==> src/tga_rle_pixel_decoder_unit_defines.svh <==
// ============================================================================
// TGA RLE pixel decoder assertion macros
// Shared concurrent assertion forms for the decoder.
// ============================================================================
`ifndef TGA_RLE_PIXEL_DECODER_UNIT_DEFINES_SVH
`define TGA_RLE_PIXEL_DECODER_UNIT_DEFINES_SVH

// Same-cycle implication, disabled while reset is asserted.
`define TGA_ASSERT_IMPL(label, clk, rst_n, ante, cons) \
    label: assert property (@(posedge clk) disable iff (!(rst_n)) (ante) |-> (cons)) \
        else $error("tga_rle assertion failed");

// Next-cycle implication, disabled while reset is asserted.
`define TGA_ASSERT_NEXT(label, clk, rst_n, ante, cons) \
    label: assert property (@(posedge clk) disable iff (!(rst_n)) (ante) |=> (cons)) \
        else $error("tga_rle assertion failed");

`endif

==> src/tga_rle_pkg.sv <==
// ============================================================================
// TGA RLE decoder package
// Register map, field widths, packet constants and pixel size decoding.
// ============================================================================
package tga_rle_pkg;

    localparam int unsigned ADDR_W  = 4;
    localparam int unsigned DATA_W  = 32;
    localparam int unsigned BPP_W   = 3;
    localparam int unsigned DIM_W   = 16;
    localparam int unsigned COUNT_W = 8;
    localparam int unsigned PIXEL_W = 32;

    localparam logic [1:0] REG_BPP    = 2'd0;
    localparam logic [1:0] REG_WIDTH  = 2'd1;
    localparam logic [1:0] REG_HEIGHT = 2'd2;

    localparam logic [BPP_W-1:0] BPP_RESET    = 3'd4;
    localparam logic [DIM_W-1:0] WIDTH_RESET  = 16'd1;
    localparam logic [DIM_W-1:0] HEIGHT_RESET = 16'd1;

    // A header below this value opens a raw packet.
    localparam logic [7:0] RUN_FLAG = 8'd128;
    // Run packets carry header minus this value copies.
    localparam logic [7:0] RUN_BIAS = 8'd127;
    localparam logic [COUNT_W-1:0] MAX_REPEAT = 8'd128;

    // Size 0 is treated as one byte, and anything above four as four.
    function automatic logic [BPP_W-1:0] pixel_size(input logic [BPP_W-1:0] bpp);
        logic [BPP_W-1:0] size;
        if (bpp == 3'd0) begin
            size = 3'd1;
        end else if (bpp > 3'd4) begin
            size = 3'd4;
        end else begin
            size = bpp;
        end
        return size;
    endfunction

endpackage

==> src/tga_rle_pixel_decoder_unit.sv <==
// ============================================================================
// TGA RLE pixel decoder
// Decodes a Truevision RLE pixel byte stream into (pixel, repeat) runs.
// ============================================================================
// The block takes one stream byte per clock while o_in_stall is low: each
// byte is captured in an input register and then fully decoded into a result
// register as soon as that register is empty or being drained, and the
// result stays valid there until the consumer takes it without a stall.
// Output stall backs up into the input stall in the same cycle, and a waiting
// result does not block the next byte while the result register is being
// drained. The pixel count target (width times height) is registered and is
// updated at the same edge as the configuration register that is written.
`include "tga_rle_pixel_decoder_unit_defines.svh"

module tga_rle_pixel_decoder_unit (
    input  logic                            i_clk,
    input  logic                            i_rst_n,
    // APB-style configuration port
    input  logic                            psel,
    input  logic                            penable,
    input  logic                            pwrite,
    input  logic [tga_rle_pkg::ADDR_W-1:0]  paddr,
    input  logic [tga_rle_pkg::DATA_W-1:0]  pwdata,
    output logic [tga_rle_pkg::DATA_W-1:0]  prdata,
    output logic                            pready,
    // Byte input channel
    input  logic                            i_in_valid,
    output logic                            o_in_stall,
    input  logic [7:0]                      i_data_byte,
    input  logic                            i_start_image,
    // Run output channel
    output logic                            o_out_valid,
    input  logic                            i_out_stall,
    output logic [tga_rle_pkg::PIXEL_W-1:0] o_pixel_value,
    output logic [tga_rle_pkg::COUNT_W-1:0] o_repeat_count,
    output logic                            o_end_of_image,
    output logic                            o_overflow_error
);
    import tga_rle_pkg::*;

    typedef enum logic [1:0] {
        PH_HEADER,
        PH_RAW,
        PH_RUN,
        PH_HALT
    } t_phase_e;

    // Configuration
    logic [BPP_W-1:0]   r_bpp;
    logic [DIM_W-1:0]   r_image_width;
    logic [DIM_W-1:0]   r_image_height;
    logic [PIXEL_W-1:0] r_total;
    logic [BPP_W-1:0]   n_bpp;
    logic [DIM_W-1:0]   n_image_width;
    logic [DIM_W-1:0]   n_image_height;

    // Input register
    logic               r_in_valid;
    logic [7:0]         r_in_byte;
    logic               r_in_start;

    // Decoder state
    t_phase_e           r_phase;
    logic [7:0]         r_packet_remaining;
    logic [7:0]         r_run_length;
    logic [1:0]         r_byte_position;
    logic [PIXEL_W-1:0] r_pixel_assembly;
    logic [31:0]        r_pixels_done;

    // Result register
    logic               r_out_valid;
    logic [PIXEL_W-1:0] r_pixel_value;
    logic [COUNT_W-1:0] r_repeat_count;
    logic               r_end_of_image;
    logic               r_overflow_error;

    // Next-state values
    t_phase_e           n_phase;
    logic [7:0]         n_packet_remaining;
    logic [7:0]         n_run_length;
    logic [1:0]         n_byte_position;
    logic [PIXEL_W-1:0] n_pixel_assembly;
    logic [31:0]        n_pixels_done;
    logic               n_emit;
    logic [PIXEL_W-1:0] n_pixel_value;
    logic [COUNT_W-1:0] n_repeat_count;
    logic               n_end_of_image;
    logic               n_overflow_error;

    logic               advance;
    logic               cfg_write;

    assign pready    = 1'b1;
    assign cfg_write = psel && penable && pwrite && pready;

    always_comb begin
        case (paddr[3:2])
            REG_BPP:    prdata = {{(DATA_W-BPP_W){1'b0}}, r_bpp};
            REG_WIDTH:  prdata = {{(DATA_W-DIM_W){1'b0}}, r_image_width};
            REG_HEIGHT: prdata = {{(DATA_W-DIM_W){1'b0}}, r_image_height};
            default:    prdata = '0;
        endcase
    end

    always_comb begin
        n_bpp          = r_bpp;
        n_image_width  = r_image_width;
        n_image_height = r_image_height;
        if (cfg_write) begin
            case (paddr[3:2])
                REG_BPP:    n_bpp          = pwdata[BPP_W-1:0];
                REG_WIDTH:  n_image_width  = pwdata[DIM_W-1:0];
                REG_HEIGHT: n_image_height = pwdata[DIM_W-1:0];
                default:    ;
            endcase
        end
    end

    // The byte held in the input register is decoded when the result register is
    // empty or being drained, whether or not the byte yields a result.
    assign advance    = r_in_valid && (!r_out_valid || !i_out_stall);
    assign o_in_stall = r_in_valid && !advance;

    always_comb begin
        t_phase_e           cur_phase;
        logic [7:0]         cur_remaining;
        logic [7:0]         cur_run;
        logic [1:0]         cur_position;
        logic [PIXEL_W-1:0] cur_assembly;
        logic [31:0]        cur_done;
        logic [PIXEL_W-1:0] assembled;
        logic [COUNT_W-1:0] count;
        logic [7:0]         remaining_next;
        logic [31:0]        fit;
        logic [COUNT_W-1:0] emitted;
        logic               ended;

        // A start-of-image byte restarts decoding from a clean state.
        if (r_in_start) begin
            cur_phase     = PH_HEADER;
            cur_remaining = '0;
            cur_run       = '0;
            cur_position  = '0;
            cur_assembly  = '0;
            cur_done      = '0;
        end else begin
            cur_phase     = r_phase;
            cur_remaining = r_packet_remaining;
            cur_run       = r_run_length;
            cur_position  = r_byte_position;
            cur_assembly  = r_pixel_assembly;
            cur_done      = r_pixels_done;
        end

        assembled = cur_assembly
                  | ({{(PIXEL_W-8){1'b0}}, r_in_byte} << {cur_position, 3'b000});
        count     = (cur_phase == PH_RUN) ? cur_run : 8'd1;
        remaining_next = ((cur_phase == PH_RUN) || (cur_remaining == 8'd0))
                       ? 8'd0 : cur_remaining - 8'd1;
        fit       = (cur_done >= r_total) ? 32'd0 : r_total - cur_done;
        emitted   = ({24'd0, count} < fit) ? count : fit[COUNT_W-1:0];
        ended     = ({24'd0, emitted} == fit);

        n_phase            = cur_phase;
        n_packet_remaining = cur_remaining;
        n_run_length       = cur_run;
        n_byte_position    = cur_position;
        n_pixel_assembly   = cur_assembly;
        n_pixels_done      = cur_done;
        n_emit             = 1'b0;
        n_pixel_value      = assembled;
        n_repeat_count     = emitted;
        n_end_of_image     = ended;
        n_overflow_error   = ({24'd0, count} > fit) || (ended && (remaining_next != 8'd0));

        case (cur_phase)
            PH_HEADER: begin
                if (r_in_byte < RUN_FLAG) begin
                    n_phase            = PH_RAW;
                    n_packet_remaining = r_in_byte + 8'd1;
                    n_run_length       = '0;
                end else begin
                    n_phase            = PH_RUN;
                    n_run_length       = r_in_byte - RUN_BIAS;
                    n_packet_remaining = 8'd1;
                end
                n_byte_position  = '0;
                n_pixel_assembly = '0;
            end
            PH_RAW, PH_RUN: begin
                if (({1'b0, cur_position} + 3'd1) < pixel_size(r_bpp)) begin
                    n_byte_position  = cur_position + 2'd1;
                    n_pixel_assembly = assembled;
                end else begin
                    n_emit             = 1'b1;
                    n_packet_remaining = remaining_next;
                    n_pixels_done      = cur_done + {24'd0, emitted};
                    n_byte_position    = '0;
                    n_pixel_assembly   = '0;
                    if (ended) begin
                        n_phase = PH_HALT;
                    end else if (remaining_next == 8'd0) begin
                        n_phase = PH_HEADER;
                    end
                end
            end
            default: begin
                // Image complete: bytes are dropped until the next start.
            end
        endcase
    end

    always_ff @(posedge i_clk) begin
        if (!i_rst_n) begin
            r_bpp              <= BPP_RESET;
            r_image_width      <= WIDTH_RESET;
            r_image_height     <= HEIGHT_RESET;
            r_total            <= 32'd1;
            r_in_valid         <= 1'b0;
            r_phase            <= PH_HEADER;
            r_packet_remaining <= '0;
            r_run_length       <= '0;
            r_byte_position    <= '0;
            r_pixel_assembly   <= '0;
            r_pixels_done      <= '0;
            r_out_valid        <= 1'b0;
        end else begin
            r_bpp          <= n_bpp;
            r_image_width  <= n_image_width;
            r_image_height <= n_image_height;
            r_total        <= {{(PIXEL_W-DIM_W){1'b0}}, n_image_width}
                            * {{(PIXEL_W-DIM_W){1'b0}}, n_image_height};

            if (!o_in_stall) begin
                r_in_valid <= i_in_valid;
                r_in_byte  <= i_data_byte;
                r_in_start <= i_start_image;
            end

            if (advance) begin
                r_phase            <= n_phase;
                r_packet_remaining <= n_packet_remaining;
                r_run_length       <= n_run_length;
                r_byte_position    <= n_byte_position;
                r_pixel_assembly   <= n_pixel_assembly;
                r_pixels_done      <= n_pixels_done;
            end

            if (advance && n_emit) begin
                r_out_valid      <= 1'b1;
                r_pixel_value    <= n_pixel_value;
                r_repeat_count   <= n_repeat_count;
                r_end_of_image   <= n_end_of_image;
                r_overflow_error <= n_overflow_error;
            end else if (!i_out_stall) begin
                r_out_valid <= 1'b0;
            end
        end
    end

    assign o_out_valid      = r_out_valid;
    assign o_pixel_value    = r_pixel_value;
    assign o_repeat_count   = r_repeat_count;
    assign o_end_of_image   = r_end_of_image;
    assign o_overflow_error = r_overflow_error;

    // An overflowing packet always closes the image.
    `TGA_ASSERT_IMPL(a_overflow_ends, i_clk, i_rst_n, o_out_valid && o_overflow_error, o_end_of_image)
    // A run never reports more copies than one packet can hold.
    `TGA_ASSERT_IMPL(a_repeat_bound, i_clk, i_rst_n, o_out_valid, o_repeat_count <= MAX_REPEAT)
    // The run that closes the image leaves the decoder halted.
    `TGA_ASSERT_NEXT(a_end_halts, i_clk, i_rst_n, advance && n_emit && n_end_of_image, r_phase == PH_HALT)
    // Input backpressure only arises from a blocked result register.
    `TGA_ASSERT_IMPL(a_stall_cause, i_clk, i_rst_n, o_in_stall, r_in_valid && r_out_valid && i_out_stall)

endmodule

==> config.mk <==
export PLATFORM = sky130hd
export DESIGN_NAME = tga_rle_pixel_decoder_unit
export DESIGN_NICKNAME = d
export VERILOG_FILES = /design/src/tga_rle_pkg.sv /design/src/tga_rle_pixel_decoder_unit.sv
export VERILOG_INCLUDE_DIRS = /design/src /design/src/src
export SDC_FILE = /design/constraint.sdc
export NUM_CORES = 1
export LEC_CHECK = 0
export BUFFER_PORTS_ARGS = -buffer_cell sky130_fd_sc_hd__buf_2
export CAP_MARGIN = 15
export CORE_UTILIZATION = 40
export DETAILED_ROUTE_END_ITERATION = 10
export PLACE_DENSITY = 0.6
export SLEW_MARGIN = 30
export SYNTH_ARGS = -nofsm -noshare
export SYNTH_HDL_FRONTEND = slang
export SYNTH_SLANG_ARGS = --single-unit
==> constraint.sdc <==
create_clock -name i_clk -period 9.48 [get_ports i_clk]
set_input_delay 0.948 -clock i_clk [delete_from_list [all_inputs] [get_ports i_clk]]
set_output_delay 0.948 -clock i_clk [all_outputs]
set_load 0.05 [all_outputs]
==> Word-level counts from Yosys, hierarchy flattened <==
Cells that the tools add are included.
{ "totals": {"reg_bits": 204, "output_inout_bits": 77} }
{ "op_classes": {"n_lt_le_gt_ge": 6, "n_bitwise": 2, "muxes": 38, "n_addsub": 7, "n_eq_ne": 6, "mul": 1, "n_reduce_logical": 22, "n_shift": 1} }
{ "op_table": {"columns": ["op", "n"], "rows": [
  ["$mux W32", 6],
  ["$mux W8", 9],
  ["$mux W16", 4],
  ["$pmux W32 S2", 1],
  ["$pmux W16 S3", 1],
  ["$add A32 B8 Y32", 1],
  ["$eq A8 B32 Y1", 1],
  ["$ge A32 B32 Y1", 1],
  ["$gt A8 B32 Y1", 1],
  ["$lt A8 B32 Y1", 1],
  ["$mul A16 B16 Y32", 1],
  ["$or A32 B32 Y32", 1],
  ["$shl A8 B5 Y32", 1],
  ["$sub A32 B32 Y32", 1],
  ["$logic_not A8 Y1", 2],
  ["$pmux W8 S2", 1],
  ["$mux W2", 7],
  ["$mux W3", 3],
  ["$add A8 B1 Y8 const B", 1],
  ["$lt A8 B8 Y1 const B", 1],
  ["$pmux W2 S2", 2],
  ["$reduce_bool A8 Y1", 1],
  ["$sub A8 B1 Y8 const B", 1],
  ["$sub A8 B7 Y8 const B", 1],
  ["16 further kinds", 33]
]} }

==> Depth between registers and ports, before layout <==
{ "logic_depth": {"ltp_word": 9, "mapped_depth": 37, "mapped_depth_nobuf": 31} }

==> Worst setup path after synthesis <==
Ideal clock, no wire load.
{ "synth_timing": {"path_type": "input-to-reg", "startpoint": "input paddr[3] (netlist name)", "endpoint": "register r_total[31]", "arrival_ps": 8378, "path_stages": 27, "t_required_ps": 9365, "setup_slack_ps": 987, "setup_time_ps": 115, "n_path_buf": 4, "cell_sequence": "clkbuf_1 nor2b_1 clkbuf_1 nor2b_1 buf_1 clkbuf_1 mux2i_1 nor2_1 fa_1 inv_1 fa_1 fa_1 fa_1 fa_1 inv_1 fa_1 ha_1 a211oi_1 inv_1 a2111oi_0 o211ai_1 a31oi_1 o21ai_0 a31oi_1 a21oi_1 xnor2_1 and2_1"} }
{ "synth_between": {"elab_chain_cells": 4} }
{ "synth_rtl": {"columns": ["element", "line", "rtl"], "rows": [
  ["start: declaration", "tga_rle_pixel_decoder_unit.sv:22", "input logic [tga_rle_pkg::ADDR_W-1:0] paddr,"],
  ["$eq A2 B1 Y1 or $eq A2 B2 Y1 (tied branches)", "tga_rle_pixel_decoder_unit.sv:110", "case (paddr[3:2])"],
  ["$mux W16", "tga_rle_pixel_decoder_unit.sv:110", null],
  ["$mux W16", "tga_rle_pixel_decoder_unit.sv:109", "if (cfg_write) begin"],
  ["$mul A16 B16 Y32 (*)", "tga_rle_pixel_decoder_unit.sv:232", "* {{(PIXEL_W-DIM_W){1'b0}}, n_image_height};"],
  ["end signal: assignment", "tga_rle_pixel_decoder_unit.sv:231", "r_total <= {{(PIXEL_W-DIM_W){1'b0}}, n_image_width}"],
  ["end: declaration", "tga_rle_pixel_decoder_unit.sv:52", "logic [PIXEL_W-1:0] r_total;"]
]} }
Every way passes the cells marked *; elsewhere a longest branch is shown, timed or not.
A chain may end at the register's enable or synchronous reset.

==> Worst setup path after layout <==
{ "layout_timing": {"startpoint": "input paddr[2] (netlist name)", "endpoint": "register r_total[31]"} }
The elaborated chain is that of the path after synthesis.

==> results.sh <==
export IMPL_io_buffers=93
export IMPL_finClkSkew_ns=0.02559
export IMPL_fin_crit_ns=8.257
export IMPL_antenna_found_initial=0
export IMPL_setup_violations_final=0
export IMPL_postLayoutCoreUtil_pct=44.30
export IMPL_wl_um=50750
export IMPL_synth_warnings=0
export IMPL_area_growth_pct=9.207
export IMPL_crit_path_start_kind="input pin"
export IMPL_antenna_cells=0
export IMPL_drt_initial_drc_count=1067
export IMPL_ios=129
export IMPL_synth_area_per_cell_um2=8.629
export IMPL_multiInputGateArea_um2=13760
export IMPL_syn_cell_area_um2=19860
export IMPL_synth_fa_ha_area_share_pct=29.91
export IMPL_endpoint_kind="flip-flop"
export IMPL_reg2regPathDepth=27
export IMPL_final_cells=3016
export IMPL_cts_tree="yes"
export IMPL_timing_rr_start="r_in_start"
export IMPL_p_leak_nw=9.358
export IMPL_hold_depth=2
export IMPL_hold_end="r_pixels_done[15]"
export IMPL_setup_tns_ns=0
export IMPL_rsz0062_at_grt="false"
export IMPL_rows=81
export IMPL_firstDrtPassIters=5
export IMPL_muxShareOfSynthArea_pct=3.957
export IMPL_clockRootBuffer="clkbuf_16"
export IMPL_reg2reg_to="r_pixels_done[31]"
export IMPL_worst_pin_slew_ns=0.9951
export IMPL_dp_cells=2973
export IMPL_grt_max_degree=86
export IMPL_clk_latency_ns=0.55
export IMPL_synth_compound_area_share_pct=12.89
export IMPL_gr_total_overflow=0
export IMPL_grt_pass1_wl_um=80920
export IMPL_outcome="complete, no violations"
export IMPL_fin_total_pwr_mw=2.241
export IMPL_routedWlPerCell_um=16.83
export IMPL_nets=2744
export IMPL_worstPathArrival_ns=8.68
export IMPL_min_period_over_period_pct=87.10
export IMPL_crit_path_max_fanout=30
export IMPL_drv_slew=0
export IMPL_clkTransAtPathRegs_ns=0.05
export IMPL_final_fill_count=4859
export IMPL_initial_core_util_pct=40.56
export IMPL_synth_xor_area_share_pct=3.264
export IMPL_drc_errors=0
export IMPL_timing_fmax_mhz=121.1
export IMPL_maxSlewHeadroom_pct=33.41
export IMPL_rrSetupSlack_ns=1.47
export IMPL_drv_cap=0
export IMPL_htreeDepth=1
export IMPL_regArea_um2=4594
export IMPL_place_congestion=0.9065
export IMPL_hold_viol=0
export IMPL_peakVddDrop_uv=132.0
export IMPL_cts_made_buffers=24
export IMPL_drtAntennaViolNets=0
export IMPL_synth_yosys_seq_area_share_pct=23.14
export IMPL_powerDensity_nw_per_um2=103.4
export IMPL_vias_per_cell=5.320
export IMPL_synth_ff_type="dfxtp_1"
export IMPL_cts_resized=0
export IMPL_drive_gt1_share_pct=8.929
export IMPL_critPathKind="input pin to flip-flop"
export IMPL_cts_path_max_buffers=3
export IMPL_grt_pass1_vias=15580
export IMPL_ys_types=70
export IMPL_yosys_area_share_simple_pct=18.79
export IMPL_min_path_type="flip-flop to flip-flop"
export IMPL_grt_usage_pct=19.98
export IMPL_dp_hpwl_um=39500
export IMPL_synth_edf_count=51
export IMPL_hold_buffers=0
export IMPL_die_area_um2=50530
export IMPL_cts_setup_buffers=0
export IMPL_cp_required_ns=9.90
export IMPL_netlist_instances=2301
export IMPL_yosys_register_bits=204
export IMPL_vias=16040
export IMPL_hp_start="r_pixels_done[15]"
export IMPL_synth_top_family_by_area="adder cells"
export IMPL_synthArstFlopShare_pct=0
export IMPL_die_h_um=224.8
export IMPL_cts_sinks=204
export IMPL_die_w_um=224.8
export IMPL_core_area_um2=48950
## cell type report
cell class | instances | share of cell area (%)
Clock buffer | 32 | 2.954
Clock inverter | 11 | 0.6982
Inverter | 279 | 4.830
Multi-Input combinational cell | 1707 | 63.44
Sequential cell | 204 | 21.19
Tap cell | 664 | 3.832
Timing Repair Buffer | 119 | 3.058
## kinds of logic (layout without fill, tap and decap cells)
group	count (synthesis)	count (layout)
buf+inv	405	441
other cells	2	17
mux	74	74
compound gates	379	379
flops	204	204
simple gates	806	806
fa+ha+maj	357	357
xor+xnor	74	74
## worst max-delay path by stage
stage          startpoint          end  slack, ns  depth (start not counted)
2_1_floorplan    paddr[3]  r_total[31]       0.99                         27
3_3_place_gp       pwrite  r_total[31]       0.87                         30
3_5_place_dp     paddr[2]  r_total[31]       0.80                         28
4_1_cts            pwrite  r_total[31]       1.31                         28
5_1_grt            pwrite  r_total[31]       0.80                         28
6_report         paddr[2]  r_total[31]       1.22                         28
## registers in the layout, summed over array words and instances, names as in the netlist, 8 cells and up
name                cells
o_pixel_value          32
r_pixel_assembly       32
r_pixels_done          32
r_total                32
r_image_height         16
r_image_width          16
o_repeat_count          8
r_in_byte               8
r_packet_remaining      8
r_run_length            8
## synthesized netlist by cell type (4+ instances only)
| master | count | area (um^2) |
|---|---|---|
| o21bai_1 | 12 | 90.09 |
| nor3b_1 | 4 | 30.03 |
| xnor2_1 | 45 | 394.1 |
| and3_1 | 11 | 68.82 |
| a22oi_1 | 54 | 405.4 |
| a221oi_1 | 7 | 61.31 |
| o21a_1 | 18 | 135.1 |
| a21boi_0 | 6 | 45.04 |
| nand4_1 | 22 | 137.6 |
| clkbuf_1 | 93 | 349.1 |
| nor2b_1 | 78 | 488.0 |
| a211o_1 | 6 | 52.55 |
| o211ai_1 | 18 | 135.1 |
| mux2i_1 | 41 | 410.4 |
| a21oi_1 | 86 | 430.4 |
| nor3_1 | 31 | 155.2 |
| a211oi_1 | 8 | 60.06 |
| inv_1 | 278 | 1044 |
| buf_4 | 17 | 127.6 |
| xor2_1 | 29 | 254.0 |
| nand3_1 | 47 | 235.2 |
| nand2_1 | 310 | 1164 |
| o21ai_1 | 9 | 45.04 |
| fa_1 | 196 | 3924 |
| nor4_1 | 6 | 37.54 |
| o21ai_0 | 73 | 365.4 |
| a31oi_1 | 9 | 56.30 |
| nand2b_1 | 13 | 81.33 |
| buf_2 | 7 | 35.03 |
| dfxtp_1 | 153 | 3063 |
| or3_1 | 6 | 37.54 |
| and2_1 | 84 | 525.5 |
| ha_1 | 161 | 2014 |
| edfxtp_1 | 51 | 1531 |
| buf_1 | 9 | 33.78 |
| mux2_2 | 32 | 360.4 |
| a21o_1 | 13 | 97.59 |
| a22o_1 | 23 | 201.4 |
| nor2_1 | 185 | 694.4 |
## layout by cell type, fill, tap and decap left out, types with 11 or more instances in the layout
master,Yosys,routed
a22oi_1,54,54
edfxtp_1,51,51
xnor2_1,45,45
dfxtp_1,153,153
nor2b_1,78,75
o21a_1,18,18
clkbuf_16,0,24
nand3_1,47,47
fa_1,196,196
a21oi_1,86,86
nand4_1,22,22
a21o_1,13,13
a22o_1,23,23
o21ai_0,73,73
o211ai_1,18,18
mux2_2,32,32
xor2_1,29,29
nor2_1,185,184
buf_4,17,27
nor3_1,31,31
and3_1,11,11
o21bai_1,12,12
inv_1,278,278
conb_1,2,17
and2_1,84,83
nand2_1,310,309
nand2b_1,13,13
mux2i_1,41,41
buf_2,7,92
ha_1,161,161
## layer usage
layer	global-route usage, %	vias up	share of wire (%)
met5	0	-	0
met4	6.298	0	3.2
met3	3.331	97	5.5
met2	33.75	393	48
met1	25.96	7908	43
li1	-	7646	-
## critical path, stage by stage
cell and delay, ns:
buf_2 0.15, nor2b_1 0.17, nor2b_2 0.15, buf_4 0.40, mux2i_1 0.71, nor2_1 0.15
fa_1 0.53, inv_1 0.06, fa_1 0.54, inv_1 0.04, ha_1 0.18, fa_1 0.48
inv_1 0.06, fa_1 0.57, inv_1 0.06, fa_1 0.44, ha_1 0.33, o21ai_0 0.29
a211oi_1 0.21, a2111oi_0 0.67, buf_4 0.24, o211ai_1 0.11, a31oi_1 0.34, o21ai_0 0.13
a31oi_1 0.29, a21oi_1 0.13, xnor2_1 0.14, and2_1 0.15
## through the flow
stage	instance area (um^2)	hold slack, ns	worst slack [ns]
finish	21680	0.5051	1.223
global route	21680	0.5448	0.7990
CTS	21680	0.5062	1.306
detailed placement	20890	0.4973	0.7969
global placement	20880	0.4862	0.8711
floorplan	19910	0.4734	0.9868
## report_power, final
part	internal [mW]	leakage, nW	switching [mW]	total (mW)
combinational	0.136	7.34	0.250	0.386
sequential	0.904	1.64	0.0160	0.920
clock	0.558	0.376	0.377	0.935
Note: power is estimated with default switching activity, not from simulation.
